--- src/sv/clw_pkg.sv ---
`timescale 1ns / 1ps
// Shared types, constants and constant tables for the Chebyshev-Lagrange weight block.
// The node table and the inverse denominator table are built at elaboration.
// Depends on nothing.
package clw_pkg;

  localparam int MAX_NODES = 8;
  localparam int IDX_W     = $clog2(MAX_NODES);
  localparam int CNT_W     = $clog2(MAX_NODES + 1);
  localparam int ROM_DEPTH = 1 << (2 * IDX_W);
  localparam int QUOT_W    = 39;

  localparam logic [63:0] PI_Q30  = 64'd3373259426;
  localparam logic [63:0] ONE_Q30 = 64'd1 << 30;
  localparam logic [63:0] PROD_CAP = 64'd1 << 62;
  localparam logic [63:0] TAYLOR_DIV [8] = '{64'd2, 64'd12, 64'd30, 64'd56,
                                             64'd90, 64'd132, 64'd182, 64'd240};

  typedef logic [ROM_DEPTH-1:0][31:0] rom_t;

  typedef enum logic [1:0] {
    OUT_NONE,
    OUT_CALC,
    OUT_UNIT,
    OUT_EMPTY
  } out_kind_e;

  typedef enum logic [3:0] {
    S_IDLE,
    S_SPECIAL,
    S_DIV,
    S_TLOAD,
    S_INIT,
    S_OPLOAD,
    S_MUL,
    S_NORM,
    S_EMIT
  } ctrl_state_e;

  typedef struct packed {
    logic             load;
    logic             div_step;
    logic             t_take;
    logic             acc_init;
    logic             op_load;
    logic             op_inv;
    logic             pp_step;
    logic [1:0]       pp_idx;
    logic             acc_update;
    out_kind_e        out_kind;
    logic [IDX_W-1:0] j;
    logic [IDX_W-1:0] k;
    logic             last;
  } dp_cmd_t;

  typedef struct packed {
    logic [CNT_W-1:0] count;
    logic             single;
    logic             empty;
  } dp_stat_t;

  // Unsigned quotient by restoring long division, used only while the tables
  // are built.
  function automatic logic [63:0] udiv_c(input logic [63:0] n, input logic [63:0] d);
    logic [63:0] q;
    logic [64:0] rem;
    q   = '0;
    rem = '0;
    for (int b = 63; b >= 0; b--) begin
      rem = {rem[63:0], n[b]};
      if (rem >= {1'b0, d}) begin
        rem  = rem - {1'b0, d};
        q[b] = 1'b1;
      end
    end
    return q;
  endfunction

  // Cosine of pi*k/(2r) in Q30, truncated Taylor series.
  function automatic logic signed [63:0] cos_q30(input int k, input int r);
    logic [63:0] p;
    logic [63:0] phi;
    logic [63:0] x2;
    logic [63:0] term;
    logic signed [63:0] sum;
    p    = PI_Q30 * 64'(k);
    phi  = udiv_c(p, 64'(2 * r));
    x2   = (phi * phi) >> 30;
    term = ONE_Q30;
    sum  = signed'(ONE_Q30);
    for (int n = 1; n <= 8; n++) begin
      term = udiv_c((term * x2) >> 30, TAYLOR_DIV[n-1]);
      if ((n & 1) == 1) sum = sum - signed'(term);
      else sum = sum + signed'(term);
    end
    if (sum < 0) sum = 0;
    if (sum > signed'(ONE_Q30)) sum = signed'(ONE_Q30);
    return sum;
  endfunction

  function automatic logic signed [63:0] node_val(input int i, input int r);
    int m;
    m = 2 * i + 1;
    if (m < r) return cos_q30(m, r);
    else if (m == r) return 64'sd0;
    else return -cos_q30(2 * r - m, r);
  endfunction

  function automatic logic signed [63:0] mulq_c(input logic signed [63:0] a,
                                               input logic signed [63:0] b);
    logic [63:0]  ua;
    logic [63:0]  ub;
    logic [127:0] p;
    logic [127:0] res;
    ua  = a < 0 ? 64'(-a) : 64'(a);
    ub  = b < 0 ? 64'(-b) : 64'(b);
    p   = {64'd0, ua} * {64'd0, ub};
    res = p >> 30;
    if (res > {64'd0, PROD_CAP}) res = {64'd0, PROD_CAP};
    return ((a < 0) != (b < 0)) ? -signed'(res[63:0]) : signed'(res[63:0]);
  endfunction

  function automatic rom_t build_nodes();
    rom_t t;
    t = '0;
    for (int r = 1; r <= MAX_NODES; r++) begin
      for (int i = 0; i < r; i++) begin
        t[(r - 1) * MAX_NODES + i] = 32'(node_val(i, r));
      end
    end
    return t;
  endfunction

  function automatic rom_t build_inv();
    rom_t t;
    logic signed [63:0] d;
    logic [63:0] ud;
    logic [63:0] inv;
    t = '0;
    for (int r = 1; r <= MAX_NODES; r++) begin
      for (int i = 0; i < r; i++) begin
        d = signed'(ONE_Q30);
        for (int k = 0; k < r; k++) begin
          if (k != i) d = mulq_c(d, node_val(i, r) - node_val(k, r));
        end
        ud = d < 0 ? 64'(-d) : 64'(d);
        if (ud != 0) begin
          inv = udiv_c((64'd1 << 50) + (ud >> 1), ud);
          if (inv > 64'h7FFF_FFFF) inv = 64'h7FFF_FFFF;
          t[(r - 1) * MAX_NODES + i] = d < 0 ? 32'(-signed'(inv)) : inv[31:0];
        end
      end
    end
    return t;
  endfunction

  localparam rom_t NODE_ROM = build_nodes();
  localparam rom_t INV_ROM  = build_inv();

endpackage

--- src/sv/clw_ctrl.sv ---
`timescale 1ns / 1ps
// Sequencer for the weight block: division, product loop and result strobes.
// Depends on clw_pkg.
module clw_ctrl (
  input  logic               clk_i,
  input  logic               rst_ni,
  input  logic               start_i,
  input  clw_pkg::dp_stat_t  stat_i,
  output logic               busy_o,
  output clw_pkg::dp_cmd_t   cmd_o
);
  import clw_pkg::*;

  ctrl_state_e state_q, state_d;
  logic [IDX_W-1:0] j_q, k_q;
  logic             inv_q;
  logic [5:0]       div_cnt_q;
  logic [1:0]       pp_q;
  logic             last_w, k_end, skip;

  assign last_w = (CNT_W'(j_q) + CNT_W'(1)) == stat_i.count;
  assign k_end  = (CNT_W'(k_q) + CNT_W'(1)) == stat_i.count;
  assign skip   = !inv_q && (k_q == j_q);
  assign busy_o = state_q != S_IDLE;

  always_comb begin
    state_d = state_q;
    case (state_q)
      S_IDLE:    if (start_i) state_d = (stat_i.single || stat_i.empty) ? S_SPECIAL : S_DIV;
      S_SPECIAL: if (last_w) state_d = S_IDLE;
      S_DIV:     if (div_cnt_q == 6'(QUOT_W - 1)) state_d = S_TLOAD;
      S_TLOAD:   state_d = S_INIT;
      S_INIT:    state_d = S_OPLOAD;
      S_OPLOAD:  if (!skip) state_d = S_MUL;
      S_MUL:     if (pp_q == 2'd3) state_d = S_NORM;
      S_NORM:    state_d = inv_q ? S_EMIT : S_OPLOAD;
      S_EMIT:    state_d = last_w ? S_IDLE : S_INIT;
      default:   state_d = S_IDLE;
    endcase
  end

  always_comb begin
    cmd_o            = '0;
    cmd_o.out_kind   = OUT_NONE;
    cmd_o.j          = j_q;
    cmd_o.k          = k_q;
    cmd_o.last       = last_w;
    cmd_o.op_inv     = inv_q;
    cmd_o.pp_idx     = pp_q;
    case (state_q)
      S_IDLE:    cmd_o.load = start_i;
      S_SPECIAL: cmd_o.out_kind = stat_i.single ? OUT_UNIT : OUT_EMPTY;
      S_DIV:     cmd_o.div_step = 1'b1;
      S_TLOAD:   cmd_o.t_take = 1'b1;
      S_INIT:    cmd_o.acc_init = 1'b1;
      S_OPLOAD:  cmd_o.op_load = !skip;
      S_MUL:     cmd_o.pp_step = 1'b1;
      S_NORM:    cmd_o.acc_update = 1'b1;
      S_EMIT:    cmd_o.out_kind = OUT_CALC;
      default:   cmd_o.out_kind = OUT_NONE;
    endcase
  end

  always_ff @(posedge clk_i or negedge rst_ni) begin
    if (!rst_ni) begin
      state_q   <= S_IDLE;
      j_q       <= '0;
      k_q       <= '0;
      inv_q     <= 1'b0;
      div_cnt_q <= '0;
      pp_q      <= '0;
    end else begin
      state_q <= state_d;
      case (state_q)
        S_IDLE: begin
          j_q       <= '0;
          div_cnt_q <= '0;
        end
        S_SPECIAL: if (!last_w) j_q <= j_q + 1'b1;
        S_DIV:     div_cnt_q <= div_cnt_q + 6'd1;
        S_INIT: begin
          k_q   <= '0;
          inv_q <= 1'b0;
        end
        S_OPLOAD: begin
          if (skip) begin
            if (k_end) inv_q <= 1'b1;
            else k_q <= k_q + 1'b1;
          end
        end
        S_MUL:  pp_q <= pp_q + 2'd1;
        S_NORM: begin
          if (!inv_q) begin
            if (k_end) inv_q <= 1'b1;
            else k_q <= k_q + 1'b1;
          end
        end
        S_EMIT:  if (!last_w) j_q <= j_q + 1'b1;
        default: j_q <= j_q;
      endcase
    end
  end

  a_start_leaves_idle: assert property (@(posedge clk_i) disable iff (!rst_ni)
    (state_q == S_IDLE && start_i) |=> (state_q != S_IDLE))
    else $error("accepted item did not leave idle");

  a_last_ends_item: assert property (@(posedge clk_i) disable iff (!rst_ni)
    (cmd_o.out_kind != OUT_NONE && cmd_o.last) |=> (state_q == S_IDLE))
    else $error("final weight not followed by idle");

  a_pp_only_in_mul: assert property (@(posedge clk_i) disable iff (!rst_ni)
    (state_q != S_MUL) |-> (pp_q == 2'd0))
    else $error("partial product counter left running");

  a_node_in_range: assert property (@(posedge clk_i) disable iff (!rst_ni)
    (state_q != S_IDLE) |-> (CNT_W'(j_q) < stat_i.count))
    else $error("node index beyond node count");

endmodule

--- src/sv/clw_datapath.sv ---
`timescale 1ns / 1ps
// Datapath: normalised coordinate divider, shared 32x32 multiplier with product
// accumulator, node and denominator tables, result registers. Depends on clw_pkg.
module clw_datapath (
  input  logic                clk_i,
  input  logic                rst_ni,
  input  clw_pkg::dp_cmd_t    cmd_i,
  input  logic signed [31:0]  interval_low_i,
  input  logic signed [31:0]  interval_high_i,
  input  logic [3:0]          node_count_i,
  input  logic signed [31:0]  point_value_i,
  output clw_pkg::dp_stat_t   stat_o,
  output logic                result_valid_o,
  output logic signed [31:0]  weight_o,
  output logic [2:0]          node_index_o,
  output logic                saturated_o,
  output logic                last_o
);
  import clw_pkg::*;

  logic [CNT_W-1:0] count_w;
  logic [IDX_W-1:0] rm1;
  logic signed [32:0] den_w;
  logic signed [34:0] num_w, num_a;
  logic [32:0] den_mag;
  logic [33:0] na;

  // Divider state
  logic [32:0]        den_q, rem_q, rem_d;
  logic [QUOT_W-1:0]  dsh_q, quot_q;
  logic               neg_q, clamp_q;
  logic [33:0]        trial;
  logic               ge;
  logic signed [40:0] t_q;
  logic [39:0]        tabs;

  // Product loop state
  logic [62:0]  acc_mag_q;
  logic         acc_neg_q;
  logic [41:0]  op_mag_q;
  logic         op_neg_q;
  logic [104:0] prod_q;
  logic signed [41:0] opv;
  logic signed [31:0] node_v, inv_v;
  logic [31:0]  a_ch, b_ch;
  logic [63:0]  pp;
  logic [104:0] pp_sh;
  logic [74:0]  res;
  logic signed [63:0] accs;
  logic signed [57:0] w58;

  always_comb begin
    if (node_count_i == 4'd0) count_w = CNT_W'(1);
    else if (node_count_i > 4'(MAX_NODES)) count_w = CNT_W'(MAX_NODES);
    else count_w = CNT_W'(node_count_i);
  end
  assign rm1 = IDX_W'(count_w - CNT_W'(1));

  assign den_w = {interval_high_i[31], interval_high_i} - {interval_low_i[31], interval_low_i};
  assign stat_o.count  = count_w;
  assign stat_o.single = count_w == CNT_W'(1);
  assign stat_o.empty  = den_w == 33'sd0;

  always_comb begin
    num_w = {{2{point_value_i[31]}}, point_value_i, 1'b0}
          - ({{3{interval_low_i[31]}}, interval_low_i}
          +  {{3{interval_high_i[31]}}, interval_high_i});
    num_a   = den_w < 0 ? -num_w : num_w;
    den_mag = den_w < 0 ? 33'(-den_w) : 33'(den_w);
    na      = num_a < 0 ? 34'(-num_a) : 34'(num_a);
  end

  assign trial = {rem_q, dsh_q[QUOT_W-1]};
  assign ge    = trial >= {1'b0, den_q};
  assign rem_d = ge ? 33'(trial - {1'b0, den_q}) : trial[32:0];
  assign tabs  = clamp_q ? (40'd1 << QUOT_W) : {1'b0, quot_q};

  assign node_v = signed'(NODE_ROM[{rm1, cmd_i.k}]);
  assign inv_v  = signed'(INV_ROM[{rm1, cmd_i.j}]);
  assign opv    = cmd_i.op_inv ? {inv_v, 10'd0}
                               : ({t_q[40], t_q} - {{10{node_v[31]}}, node_v});

  assign a_ch = cmd_i.pp_idx[1] ? {1'b0, acc_mag_q[62:32]} : acc_mag_q[31:0];
  assign b_ch = cmd_i.pp_idx[0] ? {22'd0, op_mag_q[41:32]} : op_mag_q[31:0];
  assign pp   = a_ch * b_ch;

  always_comb begin
    case ({1'b0, cmd_i.pp_idx[1]} + {1'b0, cmd_i.pp_idx[0]})
      2'd0:    pp_sh = {41'd0, pp};
      2'd1:    pp_sh = {9'd0, pp, 32'd0};
      2'd2:    pp_sh = {pp[40:0], 64'd0};
      default: pp_sh = '0;
    endcase
  end

  assign res  = prod_q[104:30];
  assign accs = acc_neg_q ? -signed'({1'b0, acc_mag_q}) : signed'({1'b0, acc_mag_q});
  assign w58  = 58'((accs + 64'sd32) >>> 6);

  always_ff @(posedge clk_i) begin
    if (cmd_i.load) begin
      den_q   <= den_mag;
      neg_q   <= num_a < 0;
      clamp_q <= {8'd0, na} >= {den_mag, 9'd0};
      rem_q   <= {8'd0, na[33:9]};
      dsh_q   <= {na[8:0], 30'd0};
      quot_q  <= '0;
    end else if (cmd_i.div_step) begin
      rem_q  <= rem_d;
      dsh_q  <= {dsh_q[QUOT_W-2:0], 1'b0};
      quot_q <= {quot_q[QUOT_W-2:0], ge};
    end
    if (cmd_i.t_take) t_q <= neg_q ? -signed'({1'b0, tabs}) : signed'({1'b0, tabs});
    if (cmd_i.acc_init) begin
      acc_mag_q <= 63'(ONE_Q30);
      acc_neg_q <= 1'b0;
    end else if (cmd_i.acc_update) begin
      acc_mag_q <= (res > 75'(PROD_CAP)) ? 63'(PROD_CAP) : res[62:0];
      acc_neg_q <= acc_neg_q ^ op_neg_q;
    end
    if (cmd_i.op_load) begin
      op_mag_q <= opv < 0 ? 42'(-opv) : 42'(opv);
      op_neg_q <= opv < 0;
      prod_q   <= '0;
    end else if (cmd_i.pp_step) begin
      prod_q <= prod_q + pp_sh;
    end
    node_index_o <= cmd_i.j;
    last_o       <= cmd_i.last;
    case (cmd_i.out_kind)
      OUT_CALC: begin
        if (w58 > 58'sh7FFF_FFFF) begin
          weight_o    <= 32'sh7FFF_FFFF;
          saturated_o <= 1'b1;
        end else if (w58 < -58'sh8000_0000) begin
          weight_o    <= 32'sh8000_0000;
          saturated_o <= 1'b1;
        end else begin
          weight_o    <= w58[31:0];
          saturated_o <= 1'b0;
        end
      end
      OUT_UNIT: begin
        weight_o    <= 32'sh0100_0000;
        saturated_o <= 1'b0;
      end
      OUT_EMPTY: begin
        weight_o    <= '0;
        saturated_o <= 1'b1;
      end
      default: weight_o <= weight_o;
    endcase
  end

  always_ff @(posedge clk_i or negedge rst_ni) begin
    if (!rst_ni) result_valid_o <= 1'b0;
    else result_valid_o <= cmd_i.out_kind != OUT_NONE;
  end

endmodule

--- src/sv/chebyshev_lagrange_weights_core.sv ---
`timescale 1ns / 1ps
// Top level of the Chebyshev-Lagrange weight block: configuration registers,
// sequencer and datapath. Depends on clw_pkg, clw_ctrl and clw_datapath.
//
//  Channel   Handshake                      Payload
//  --------  -----------------------------  -------------------------------------------
//  input     start_i, accepted if !busy_o   point_value_i
//  result    result_valid_o strobe, 1 cycle weight_o, node_index_o, saturated_o, last_o
//  config    cfg_valid_i / cfg_ready_o      cfg_index_i, cfg_data_i
//
// A point first steps the bit-serial divider that forms the normalised coordinate
// and then, per node, forms r-1 plus one products on the single shared 32x32
// multiplier, with bookkeeping states between them. With one node or an empty
// interval the r weights come without the divider or the product loop. Reset
// clears the sequencer and restores the reset interval [-1, 1] with two nodes;
// the tables are constant, so no set-up pass follows. Results cannot be stalled:
// each beat is shown for one cycle.
module chebyshev_lagrange_weights_core (
  input  logic               clk_i,
  input  logic               rst_ni,
  input  logic               start_i,
  output logic               busy_o,
  input  logic signed [31:0] point_value_i,
  input  logic               cfg_valid_i,
  output logic               cfg_ready_o,
  input  logic [1:0]         cfg_index_i,
  input  logic [31:0]        cfg_data_i,
  output logic               result_valid_o,
  output logic signed [31:0] weight_o,
  output logic [2:0]         node_index_o,
  output logic               saturated_o,
  output logic               last_o
);
  import clw_pkg::*;

  localparam logic [1:0] REG_LOW   = 2'd0;
  localparam logic [1:0] REG_HIGH  = 2'd1;
  localparam logic [1:0] REG_COUNT = 2'd2;

  logic signed [31:0] interval_low_q, interval_high_q;
  logic [3:0]         node_count_q;
  dp_cmd_t            cmd;
  dp_stat_t           stat;

  // Write configuration only while the block is idle; not enforced, so always ready.
  assign cfg_ready_o = 1'b1;

  always_ff @(posedge clk_i or negedge rst_ni) begin
    if (!rst_ni) begin
      interval_low_q  <= -32'sd65536;
      interval_high_q <= 32'sd65536;
      node_count_q    <= 4'd2;
    end else if (cfg_valid_i) begin
      case (cfg_index_i)
        REG_LOW:   interval_low_q  <= cfg_data_i;
        REG_HIGH:  interval_high_q <= cfg_data_i;
        REG_COUNT: node_count_q    <= cfg_data_i[3:0];
        default:   node_count_q    <= node_count_q;
      endcase
    end
  end

  // The sequencer steps the divider, then for each node runs the product loop
  // over the other nodes and finally scales by the stored inverse denominator.
  clw_ctrl u_ctrl (
    .clk_i   (clk_i),
    .rst_ni  (rst_ni),
    .start_i (start_i),
    .stat_i  (stat),
    .busy_o  (busy_o),
    .cmd_o   (cmd)
  );

  clw_datapath u_datapath (
    .clk_i           (clk_i),
    .rst_ni          (rst_ni),
    .cmd_i           (cmd),
    .interval_low_i  (interval_low_q),
    .interval_high_i (interval_high_q),
    .node_count_i    (node_count_q),
    .point_value_i   (point_value_i),
    .stat_o          (stat),
    .result_valid_o  (result_valid_o),
    .weight_o        (weight_o),
    .node_index_o    (node_index_o),
    .saturated_o     (saturated_o),
    .last_o          (last_o)
  );

endmodule

--- config.mk ---
export PLATFORM = sky130hd
export DESIGN_NAME = chebyshev_lagrange_weights_core
export DESIGN_NICKNAME = d
export VERILOG_FILES = /design/src/sv/clw_pkg.sv /design/src/sv/clw_ctrl.sv /design/src/sv/clw_datapath.sv /design/src/sv/chebyshev_lagrange_weights_core.sv
export SDC_FILE = /design/constraint.sdc
export NUM_CORES = 2
export LEC_CHECK = 0
export ABC_AREA = 1
export BUFFER_PORTS_ARGS = -buffer_cell sky130_fd_sc_hd__buf_2
export CORE_UTILIZATION = 30
export CTS_BUF_LIST = sky130_fd_sc_hd__clkbuf_8
export CTS_CLUSTER_SIZE = 8
export DETAILED_ROUTE_END_ITERATION = 12
export SKIP_CTS_REPAIR_TIMING = 1
export SLEW_MARGIN = 20
export SYNTH_ARGS = -nofsm -noshare
export SYNTH_HDL_FRONTEND = slang
export SYNTH_SLANG_ARGS = --single-unit
--- constraint.sdc ---
create_clock -name clk_i -period 29.6 [get_ports clk_i]
set_input_delay 4.44 -clock clk_i [delete_from_list [all_inputs] [get_ports clk_i]]
set_output_delay 4.44 -clock clk_i [all_outputs]
set_load 0.1 [all_outputs]
# --- Word-level counts from Yosys, hierarchy flattened ---
# Memories as Yosys holds them, arrays and structs flattened.
# Index checks and enable logic that the tools add are counted.
word_totals:
  regBits: 494
  romBits: 4096
  out_inout_bits: 40
  elab_cells: 175
  mem_count: 2
classes:
  n_addsub: 21
  mul: 1
  n_lt_le_gt_ge: 11
  eq_ne: 30
  n_mux: 57
  n_bitwise: 1
  reduce_logical: 24
memory_table:
  columns: ["name", "words", "width", "rd", "rd_ports_with_merged_regs", "write_ports", "line_no", "source"]
  rows:
  - ["(name not given)", 64, 32, 1, 0, 0, "clw_datapath.sv:78", "assign node_v = signed'(NODE_ROM[{rm1, cmd_i.k}]);"]
  - ["(name not given)", 64, 32, 1, 0, 0, "clw_datapath.sv:79", "assign inv_v = signed'(INV_ROM[{rm1, cmd_i.j}]);"]
ops:
  columns: ["cell", "n"]
  rows:
  - ["105-bit one-hot mux with 3 select lines", 1]
  - ["32-bit 2-to-1 mux", 6]
  - ["105-bit adder", 1]
  - ["32-bit one-hot mux with 3 select lines", 1]
  - ["42-bit 2-to-1 mux", 2]
  - ["40-bit 2-to-1 mux", 2]
  - ["39-bit 2-to-1 mux", 2]
  - ["75-bit by 63-bit greater-than comparator with 1-bit output (second input constant)", 1]
  - ["33-bit 2-to-1 mux", 2]
  - ["64-bit by 7-bit adder with 64-bit output (second input constant)", 1]
  - ["32-bit by 32-bit multiplier with 64-bit output", 1]
  - ["64-bit 2-to-1 mux", 1]
  - ["63-bit negation with 64-bit output", 1]
  - ["63-bit 2-to-1 mux", 1]
  - ["58-bit by 32-bit greater-than comparator with 1-bit output (second input constant)", 1]
  - ["58-bit by 32-bit < comparator with 1-bit output (second input constant)", 1]
  - ["25-bit 2-to-1 mux", 2]
  - ["34-bit by 42-bit greater-or-equal comparator with 1-bit output", 1]
  - ["42-bit by 1-bit < comparator with 1-bit output (second input constant)", 1]
  - ["42-bit negation", 1]
  - ["41-bit by 32-bit subtractor with 42-bit output", 1]
  - ["40-bit negation with 41-bit output", 1]
  - ["4-bit one-hot mux with 9 select lines", 1]
  - ["35-bit by 1-bit < comparator with 1-bit output (second input constant)", 1]
  - ["other kinds (53)", 111]

# --- Logic depth before layout (Yosys ltp) ---
logic_depth:
  ltp_word: 10
  ltp_mapped: 57
  mapped_depth_nobuf: 55

# --- Cells and area by module ---
# Synthesis repeated with hierarchy kept, for this count alone.
unflattened:
  cells_unflattened: 12286
  hier_area_um2: 84088.1
by_module_without_submodules:
  columns: ["mod", "instances", "cells_each", "area_each_um2", "seq_area_each_um2"]
  rows:
  - ["clw_datapath", 1, 11782, 79861.6, 10014.6]
  - ["chebyshev_lagrange_weights_core", 1, 304, 2825.2, 1724.2]
  - ["clw_ctrl", 1, 200, 1401.3, 475.5]

# --- Worst setup path before layout ---
# Ideal clock, no wire load.
synth_path:
  kind: "register -> register"
  start: "register u_ctrl.pp_q[1]"
  end: "register u_datapath.prod_q[95]"
  setup_ps: 58
  t_arrival_ps: 9813
  required_time_ps: 29542
  slack_ps: 19729
  stages_incl_launch_ff: 55
  path_buffers: 4
  cell_sequence: "dfrtp_1 clkbuf_1 clkbuf_1 nand2_1 o21ai_0 clkbuf_1 clkbuf_1 nor2_1 fa_1 inv_1 fa_1 inv_1 fa_1 inv_1 fa_1 inv_1 fa_1 fa_1 (+19 left out) o21ai_0 ha_1 a21oi_1 inv_1 a31oi_1 inv_1 a21oi_1 o21ai_0 a31o_2 a21oi_1 o21ai_0 nand3_1 nand2_1 nand2_1 inv_1 o21ai_0 o211ai_1 inv_1"
synth_between:
  elab_chain_len: 4
synth_lines:
  columns: ["element", "line_no", "source"]
  rows:
  - ["start: declaration", "clw_ctrl.sv:18", "logic [1:0] pp_q;"]
  - ["start signal: assignment", "clw_ctrl.sv:91", "S_MUL: pp_q <= pp_q + 2'd1;"]
  - ["32-bit 2-to-1 mux / 1-bit by 1-bit adder with 2-bit output (equally long branches)", "clw_datapath.sv:83, clw_datapath.sv:88", null]
  - ["32-bit by 32-bit multiplier with 64-bit output (tied with other cells)", "clw_datapath.sv:85", "assign pp = a_ch * b_ch;"]
  - ["105-bit one-hot mux with 3 select lines *", "clw_datapath.sv:88", "case ({1'b0, cmd_i.pp_idx[1]} + {1'b0, cmd_i.pp_idx[0]})"]
  - ["105-bit adder *", "clw_datapath.sv:126", "prod_q <= prod_q + pp_sh;"]
  - ["end signal: assignment", "clw_datapath.sv:126", null]
  - ["end: declaration", "clw_datapath.sv:42", "logic [104:0] prod_q;"]
# Every way passes the cells marked *; elsewhere a longest branch is shown, timed or not.
# A chain may end at the register's enable or synchronous reset.

# --- Final worst setup path ---
layout_path:
  start: "register u_ctrl.pp_q[0]"
  end: "register u_datapath.prod_q[84]"
layout_between:
  elab_chain_len: 4
layout_lines:
  columns: ["element", "line_no"]
  rows:
  - ["32-bit 2-to-1 mux / 1-bit by 1-bit adder with 2-bit output (equally long branches)", "clw_datapath.sv:84, clw_datapath.sv:88"]
  - ["32-bit by 32-bit multiplier with 64-bit output (tied with other cells)", "clw_datapath.sv:85"]
  - ["105-bit one-hot mux with 3 select lines *", "clw_datapath.sv:88"]
  - ["105-bit adder *", "clw_datapath.sv:126"]
# Marks and branches as above.

==> impl_results.md <==
- DRC: 0
- Vias: 81802
- Inserted Clock Buffers: 99
- Worst setup EP type: register
- Max-cap check violation count: 0
- Post-synthesis area per instance: 6.78 sq um
- Global placement routability congestion: 1.02
- Buffering stage count on the worst path with inverters included: 14
- Stages on the worst setup path: 45
- Via count of the first global-routing pass: approximately 80000
- I/O pin total: 110
- Setup repair after global routing missed its margin: no
- Pin count of the biggest net entering global routing: between 80 and 90
- Slowest-stage cell, CP: sky130_fd_sc_hd__inv_1
- Worst path required time: 30.39 ns
- Detailed-routing iteration count for the pre-antenna-repair pass: 8
- Synth-to-layout area growth: 8.20%
- Relative slew slack: 0.149
- Multiplexer fraction of the synthesized cell area: 0.000238
- Number of flops mapped to enable cells by yosys: roughly 190
- Cell family contributing the most delay on the critical path: adder cells
- Final Hold Violating Endpoints: 0
- Area enclosed by the die boundary: between 200000 and 300000 sq um
- Core region area: 277000 sq um
- First-pass GRT wire length: 500 mm
- Clock latency on the worst-skew pair: between 0.8 and 0.9 ns
- Post-synth net total: 13958
- # H-tree levels: 3
- Cell at the root of the clock tree: sky130_fd_sc_hd__clkbuf_8
- Crit share post-route: 0.460
- Synth unique cells: 74
- Setup-violating endpoint count in the final report: 0
- Setup CP Type: reg -> reg
- Die span in y: 531 microns
- Largest stage delay on the critical path: 0.86 ns
- Number of buffers on the longest clock path: 3
- # port buffers: 108
- Ratio of cells with drive above 1 in the final layout: 0.0509
- Setup total negative slack: 0 ns
- Worst reg-to-reg path cell count: 45
- Number of nets with antenna violations after detailed routing: 0
- Seq/Total Area, Yosys: 0.145
- Worst Skew: 0.0557 ns
- Signal arrival time at the worst endpoint: 14.40 ns
- Vias per Instance: just over 5
- Row count: 193
- Antenna violations before repair: 15
- Time the worst path needs with I/O delays and setup: 13.60 ns
- Worst-path maximum fanout: 33
- Simple-gate portion of the synthesized area: 0.267
- Depth of the worst hold-timing path: 2
- Number of standard cells after synthesis: 12389
- Type of the worst min-delay path: reg -> reg
- Clk pin slew, worst setup/hold paths: 0.07 ns
- Clk sink count: 494
- CTS tree: built
- Fraction of registers with async set or reset after synthesis: 0.178
- WL per Instance: 20.5 microns
- GRT Total Usage: 0.234
- Dominant register cell in the synthesized netlist: sky130_fd_sc_hd__dfxtp_1
- Final wirelength: 332 mm
- Synth warnings: 0
- Post-DP HPWL: roughly 280 mm
- Fraction of the mapped netlist area in compound gates: 0.120
- Synthesized cell area: 84000 sq um
- Maximum frequency from static timing analysis: 73.5 MHz
- Remaining Overflow, GRT: 0
- Number of synthesized register bits: 494
- DIE WIDTH: 531 microns
- Initial cell density of the core: 0.303
- Crit start category: register
- Largest family of logic cells by synthesized area: adder cells
- Cell seen most often among critical-path stages: sky130_fd_sc_hd__inv_1
- Count of pins over their slew limit: 0
- NumNets Final: 13920
- Xor/xnor cell area share of the yosys netlist: 0.0394
- Synthesized-area fraction occupied by adder cells: 0.304
- Status: completed
- Tightest Pin Transition: 1.27 ns
- Filler Cell Count: 30542
- 1st-iter DRT viols: 7735
kinds of logic after synthesis:
kind of cell             after synthesis
AND/OR/NAND/NOR                     5471
buffers and inverters               2745
AO/OA/AOI/OAI                       1800
adder cells (fa/ha/maj)             1499
flip-flops                           494
XOR/XNOR                             377
multiplexers                           2
other                                  1
cell usage in the layout, fill, tap and decap left out, types with 15 or more instances in the layout:
cell type,count
sky130_fd_sc_hd__clkinv_1,38
sky130_fd_sc_hd__xor2_1,250
sky130_fd_sc_hd__ha_1,597
sky130_fd_sc_hd__o21ai_0,637
sky130_fd_sc_hd__nor2_1,1841
sky130_fd_sc_hd__nor4_1,48
sky130_fd_sc_hd__o21ai_2,38
sky130_fd_sc_hd__inv_2,17
sky130_fd_sc_hd__dfstp_2,18
sky130_fd_sc_hd__a21oi_1,655
sky130_fd_sc_hd__fa_1,902
sky130_fd_sc_hd__o21a_1,40
sky130_fd_sc_hd__o22ai_1,33
sky130_fd_sc_hd__o221ai_1,24
sky130_fd_sc_hd__nand3_1,527
sky130_fd_sc_hd__or2_2,44
sky130_fd_sc_hd__edfxtp_1,186
sky130_fd_sc_hd__inv_1,2351
sky130_fd_sc_hd__o21bai_1,25
sky130_fd_sc_hd__a211oi_1,42
sky130_fd_sc_hd__nor3_1,88
sky130_fd_sc_hd__buf_2,107
sky130_fd_sc_hd__a21o_1,22
sky130_fd_sc_hd__dfxtp_1,219
sky130_fd_sc_hd__buf_4,122
sky130_fd_sc_hd__xnor2_1,126
sky130_fd_sc_hd__o211ai_1,52
sky130_fd_sc_hd__nand2_1,2642
sky130_fd_sc_hd__clkinv_2,18
sky130_fd_sc_hd__nand4_1,129
sky130_fd_sc_hd__nand3b_1,15
sky130_fd_sc_hd__clkbuf_8,119
sky130_fd_sc_hd__a21boi_0,21
sky130_fd_sc_hd__nand2_2,43
sky130_fd_sc_hd__a31oi_1,114
sky130_fd_sc_hd__nor2_2,34
sky130_fd_sc_hd__o21ai_1,29
sky130_fd_sc_hd__dfrtp_1,69
final cells by class:
cell class | instances | area (sq um) | area share
diodes | 6 | 15.0 | 0.000165
clock buffers | 119 | 1640 | 0.0180
clock inverters | 64 | 424 | 0.00467
inverters | 2377 | 8930 | 0.0983
multi-input cells | 9150 | 61500 | 0.677
flip-flops and latches | 494 | 12200 | 0.135
well taps | 3705 | 4640 | 0.0510
repair buffers | 229 | 1450 | 0.0160
worst reg2reg max path: cells and delay by family, from the launching register on:
kind / cells / cell delay, ns
adders and majority gates: 10 / 4.88
AOI/OAI and AO/OA: 12 / 2.88
buffers and inverters: 14 / 2.62
and+or+nand+nor: 8 / 1.73
xor gates and xnor gates: 1 / 0.86
DFF: 1 / 0.57
path summary, 6_finish.rpt:
path                                                   start                            endpoint  slack, ns
setup reg to reg                  u_ctrl.pp_q[0]$_DFFE_PN0N_  u_datapath.prod_q[84]$_SDFFE_PP0N_      16.00
setup / recovery                  u_ctrl.pp_q[0]$_DFFE_PN0N_  u_datapath.prod_q[84]$_SDFFE_PP0N_      16.00
min in group asynchronous                             rst_ni      interval_low_q[11]$_DFFE_PN0P_       3.55
hold / removal             u_datapath.quot_q[6]$_SDFFE_PP0P_   u_datapath.quot_q[7]$_SDFFE_PP0P_       0.46
max in group asynchronous                             rst_ni          u_ctrl.pp_q[1]$_DFFE_PN0N_      24.80
hold reg to reg            u_datapath.quot_q[6]$_SDFFE_PP0P_   u_datapath.quot_q[7]$_SDFFE_PP0P_       0.46
Yosys cell counts (all sizes together) (70+ instances only):
cell type,instances,area share
nor2,1888,0.086
xor2,251,0.026
fa,902,0.22
nand2,2688,0.12
inv,2350,0.11
o21ai,708,0.043
clkbuf,293,0.013
nor3,97,0.0063
dfxtp,220,0.052
edfxtp,186,0.067
a31oi,114,0.0085
dfrtp,70,0.021
xnor2,126,0.013
buf,75,0.0045
nand3,540,0.033
nand4,129,0.0096
ha,597,0.089
a21oi,655,0.039
routing by layer:
layer  wire length, microns  vias to the layer above  GRT usage
met5                     56                        -          0
met1                 145000                    39261      0.321
met2                 146000                     3306      0.369
li1                       -                    38697          -
met4                  13800                        8     0.0874
met3                  27300                      530     0.0367
state kept, by name (all words and copies together) (netlist names), 4 cells and up:
| name | flops |
|---|---|
| u_datapath.prod_q | 105 |
| u_datapath.dsh_q | 9 |
| u_datapath.op_mag_q | 42 |
| u_ctrl.div_cnt_q | 6 |
| u_datapath.t_q | 41 |
| u_datapath.weight_o | 32 |
| u_datapath.acc_mag_q | 63 |
| u_datapath.quot_q | 39 |
| node_count_q | 4 |
| interval_low_q | 32 |
| u_datapath.den_q | 33 |
| u_datapath.rem_q | 33 |
| interval_high_q | 32 |
| u_ctrl.state_q | 4 |
through the flow:
| stage | hold slack [ns] | instance area, sq um | setup WS, ns | util | std cells |
|---|---|---|---|---|---|
| after detailed placement | 0.465 | 88800 | 16.34 | 0.320 | 15955 |
| after CTS | 0.455 | 90800 | 16.23 | 0.327 | 16138 |
| after global placement | 0.454 | 88800 | 16.29 | 0.320 | 15955 |
| after global routing | 0.492 | 90800 | 15.37 | 0.327 | 16141 |
| after floorplan | 0.394 | 84000 | 19.73 | - | 12389 |
| final | 0.464 | 90800 | 16.00 | 0.327 | 16144 |
Power is left out: the tool's default activity adds up to more than one toggle a clock period on the data nets, which glitch-free logic cannot reach.
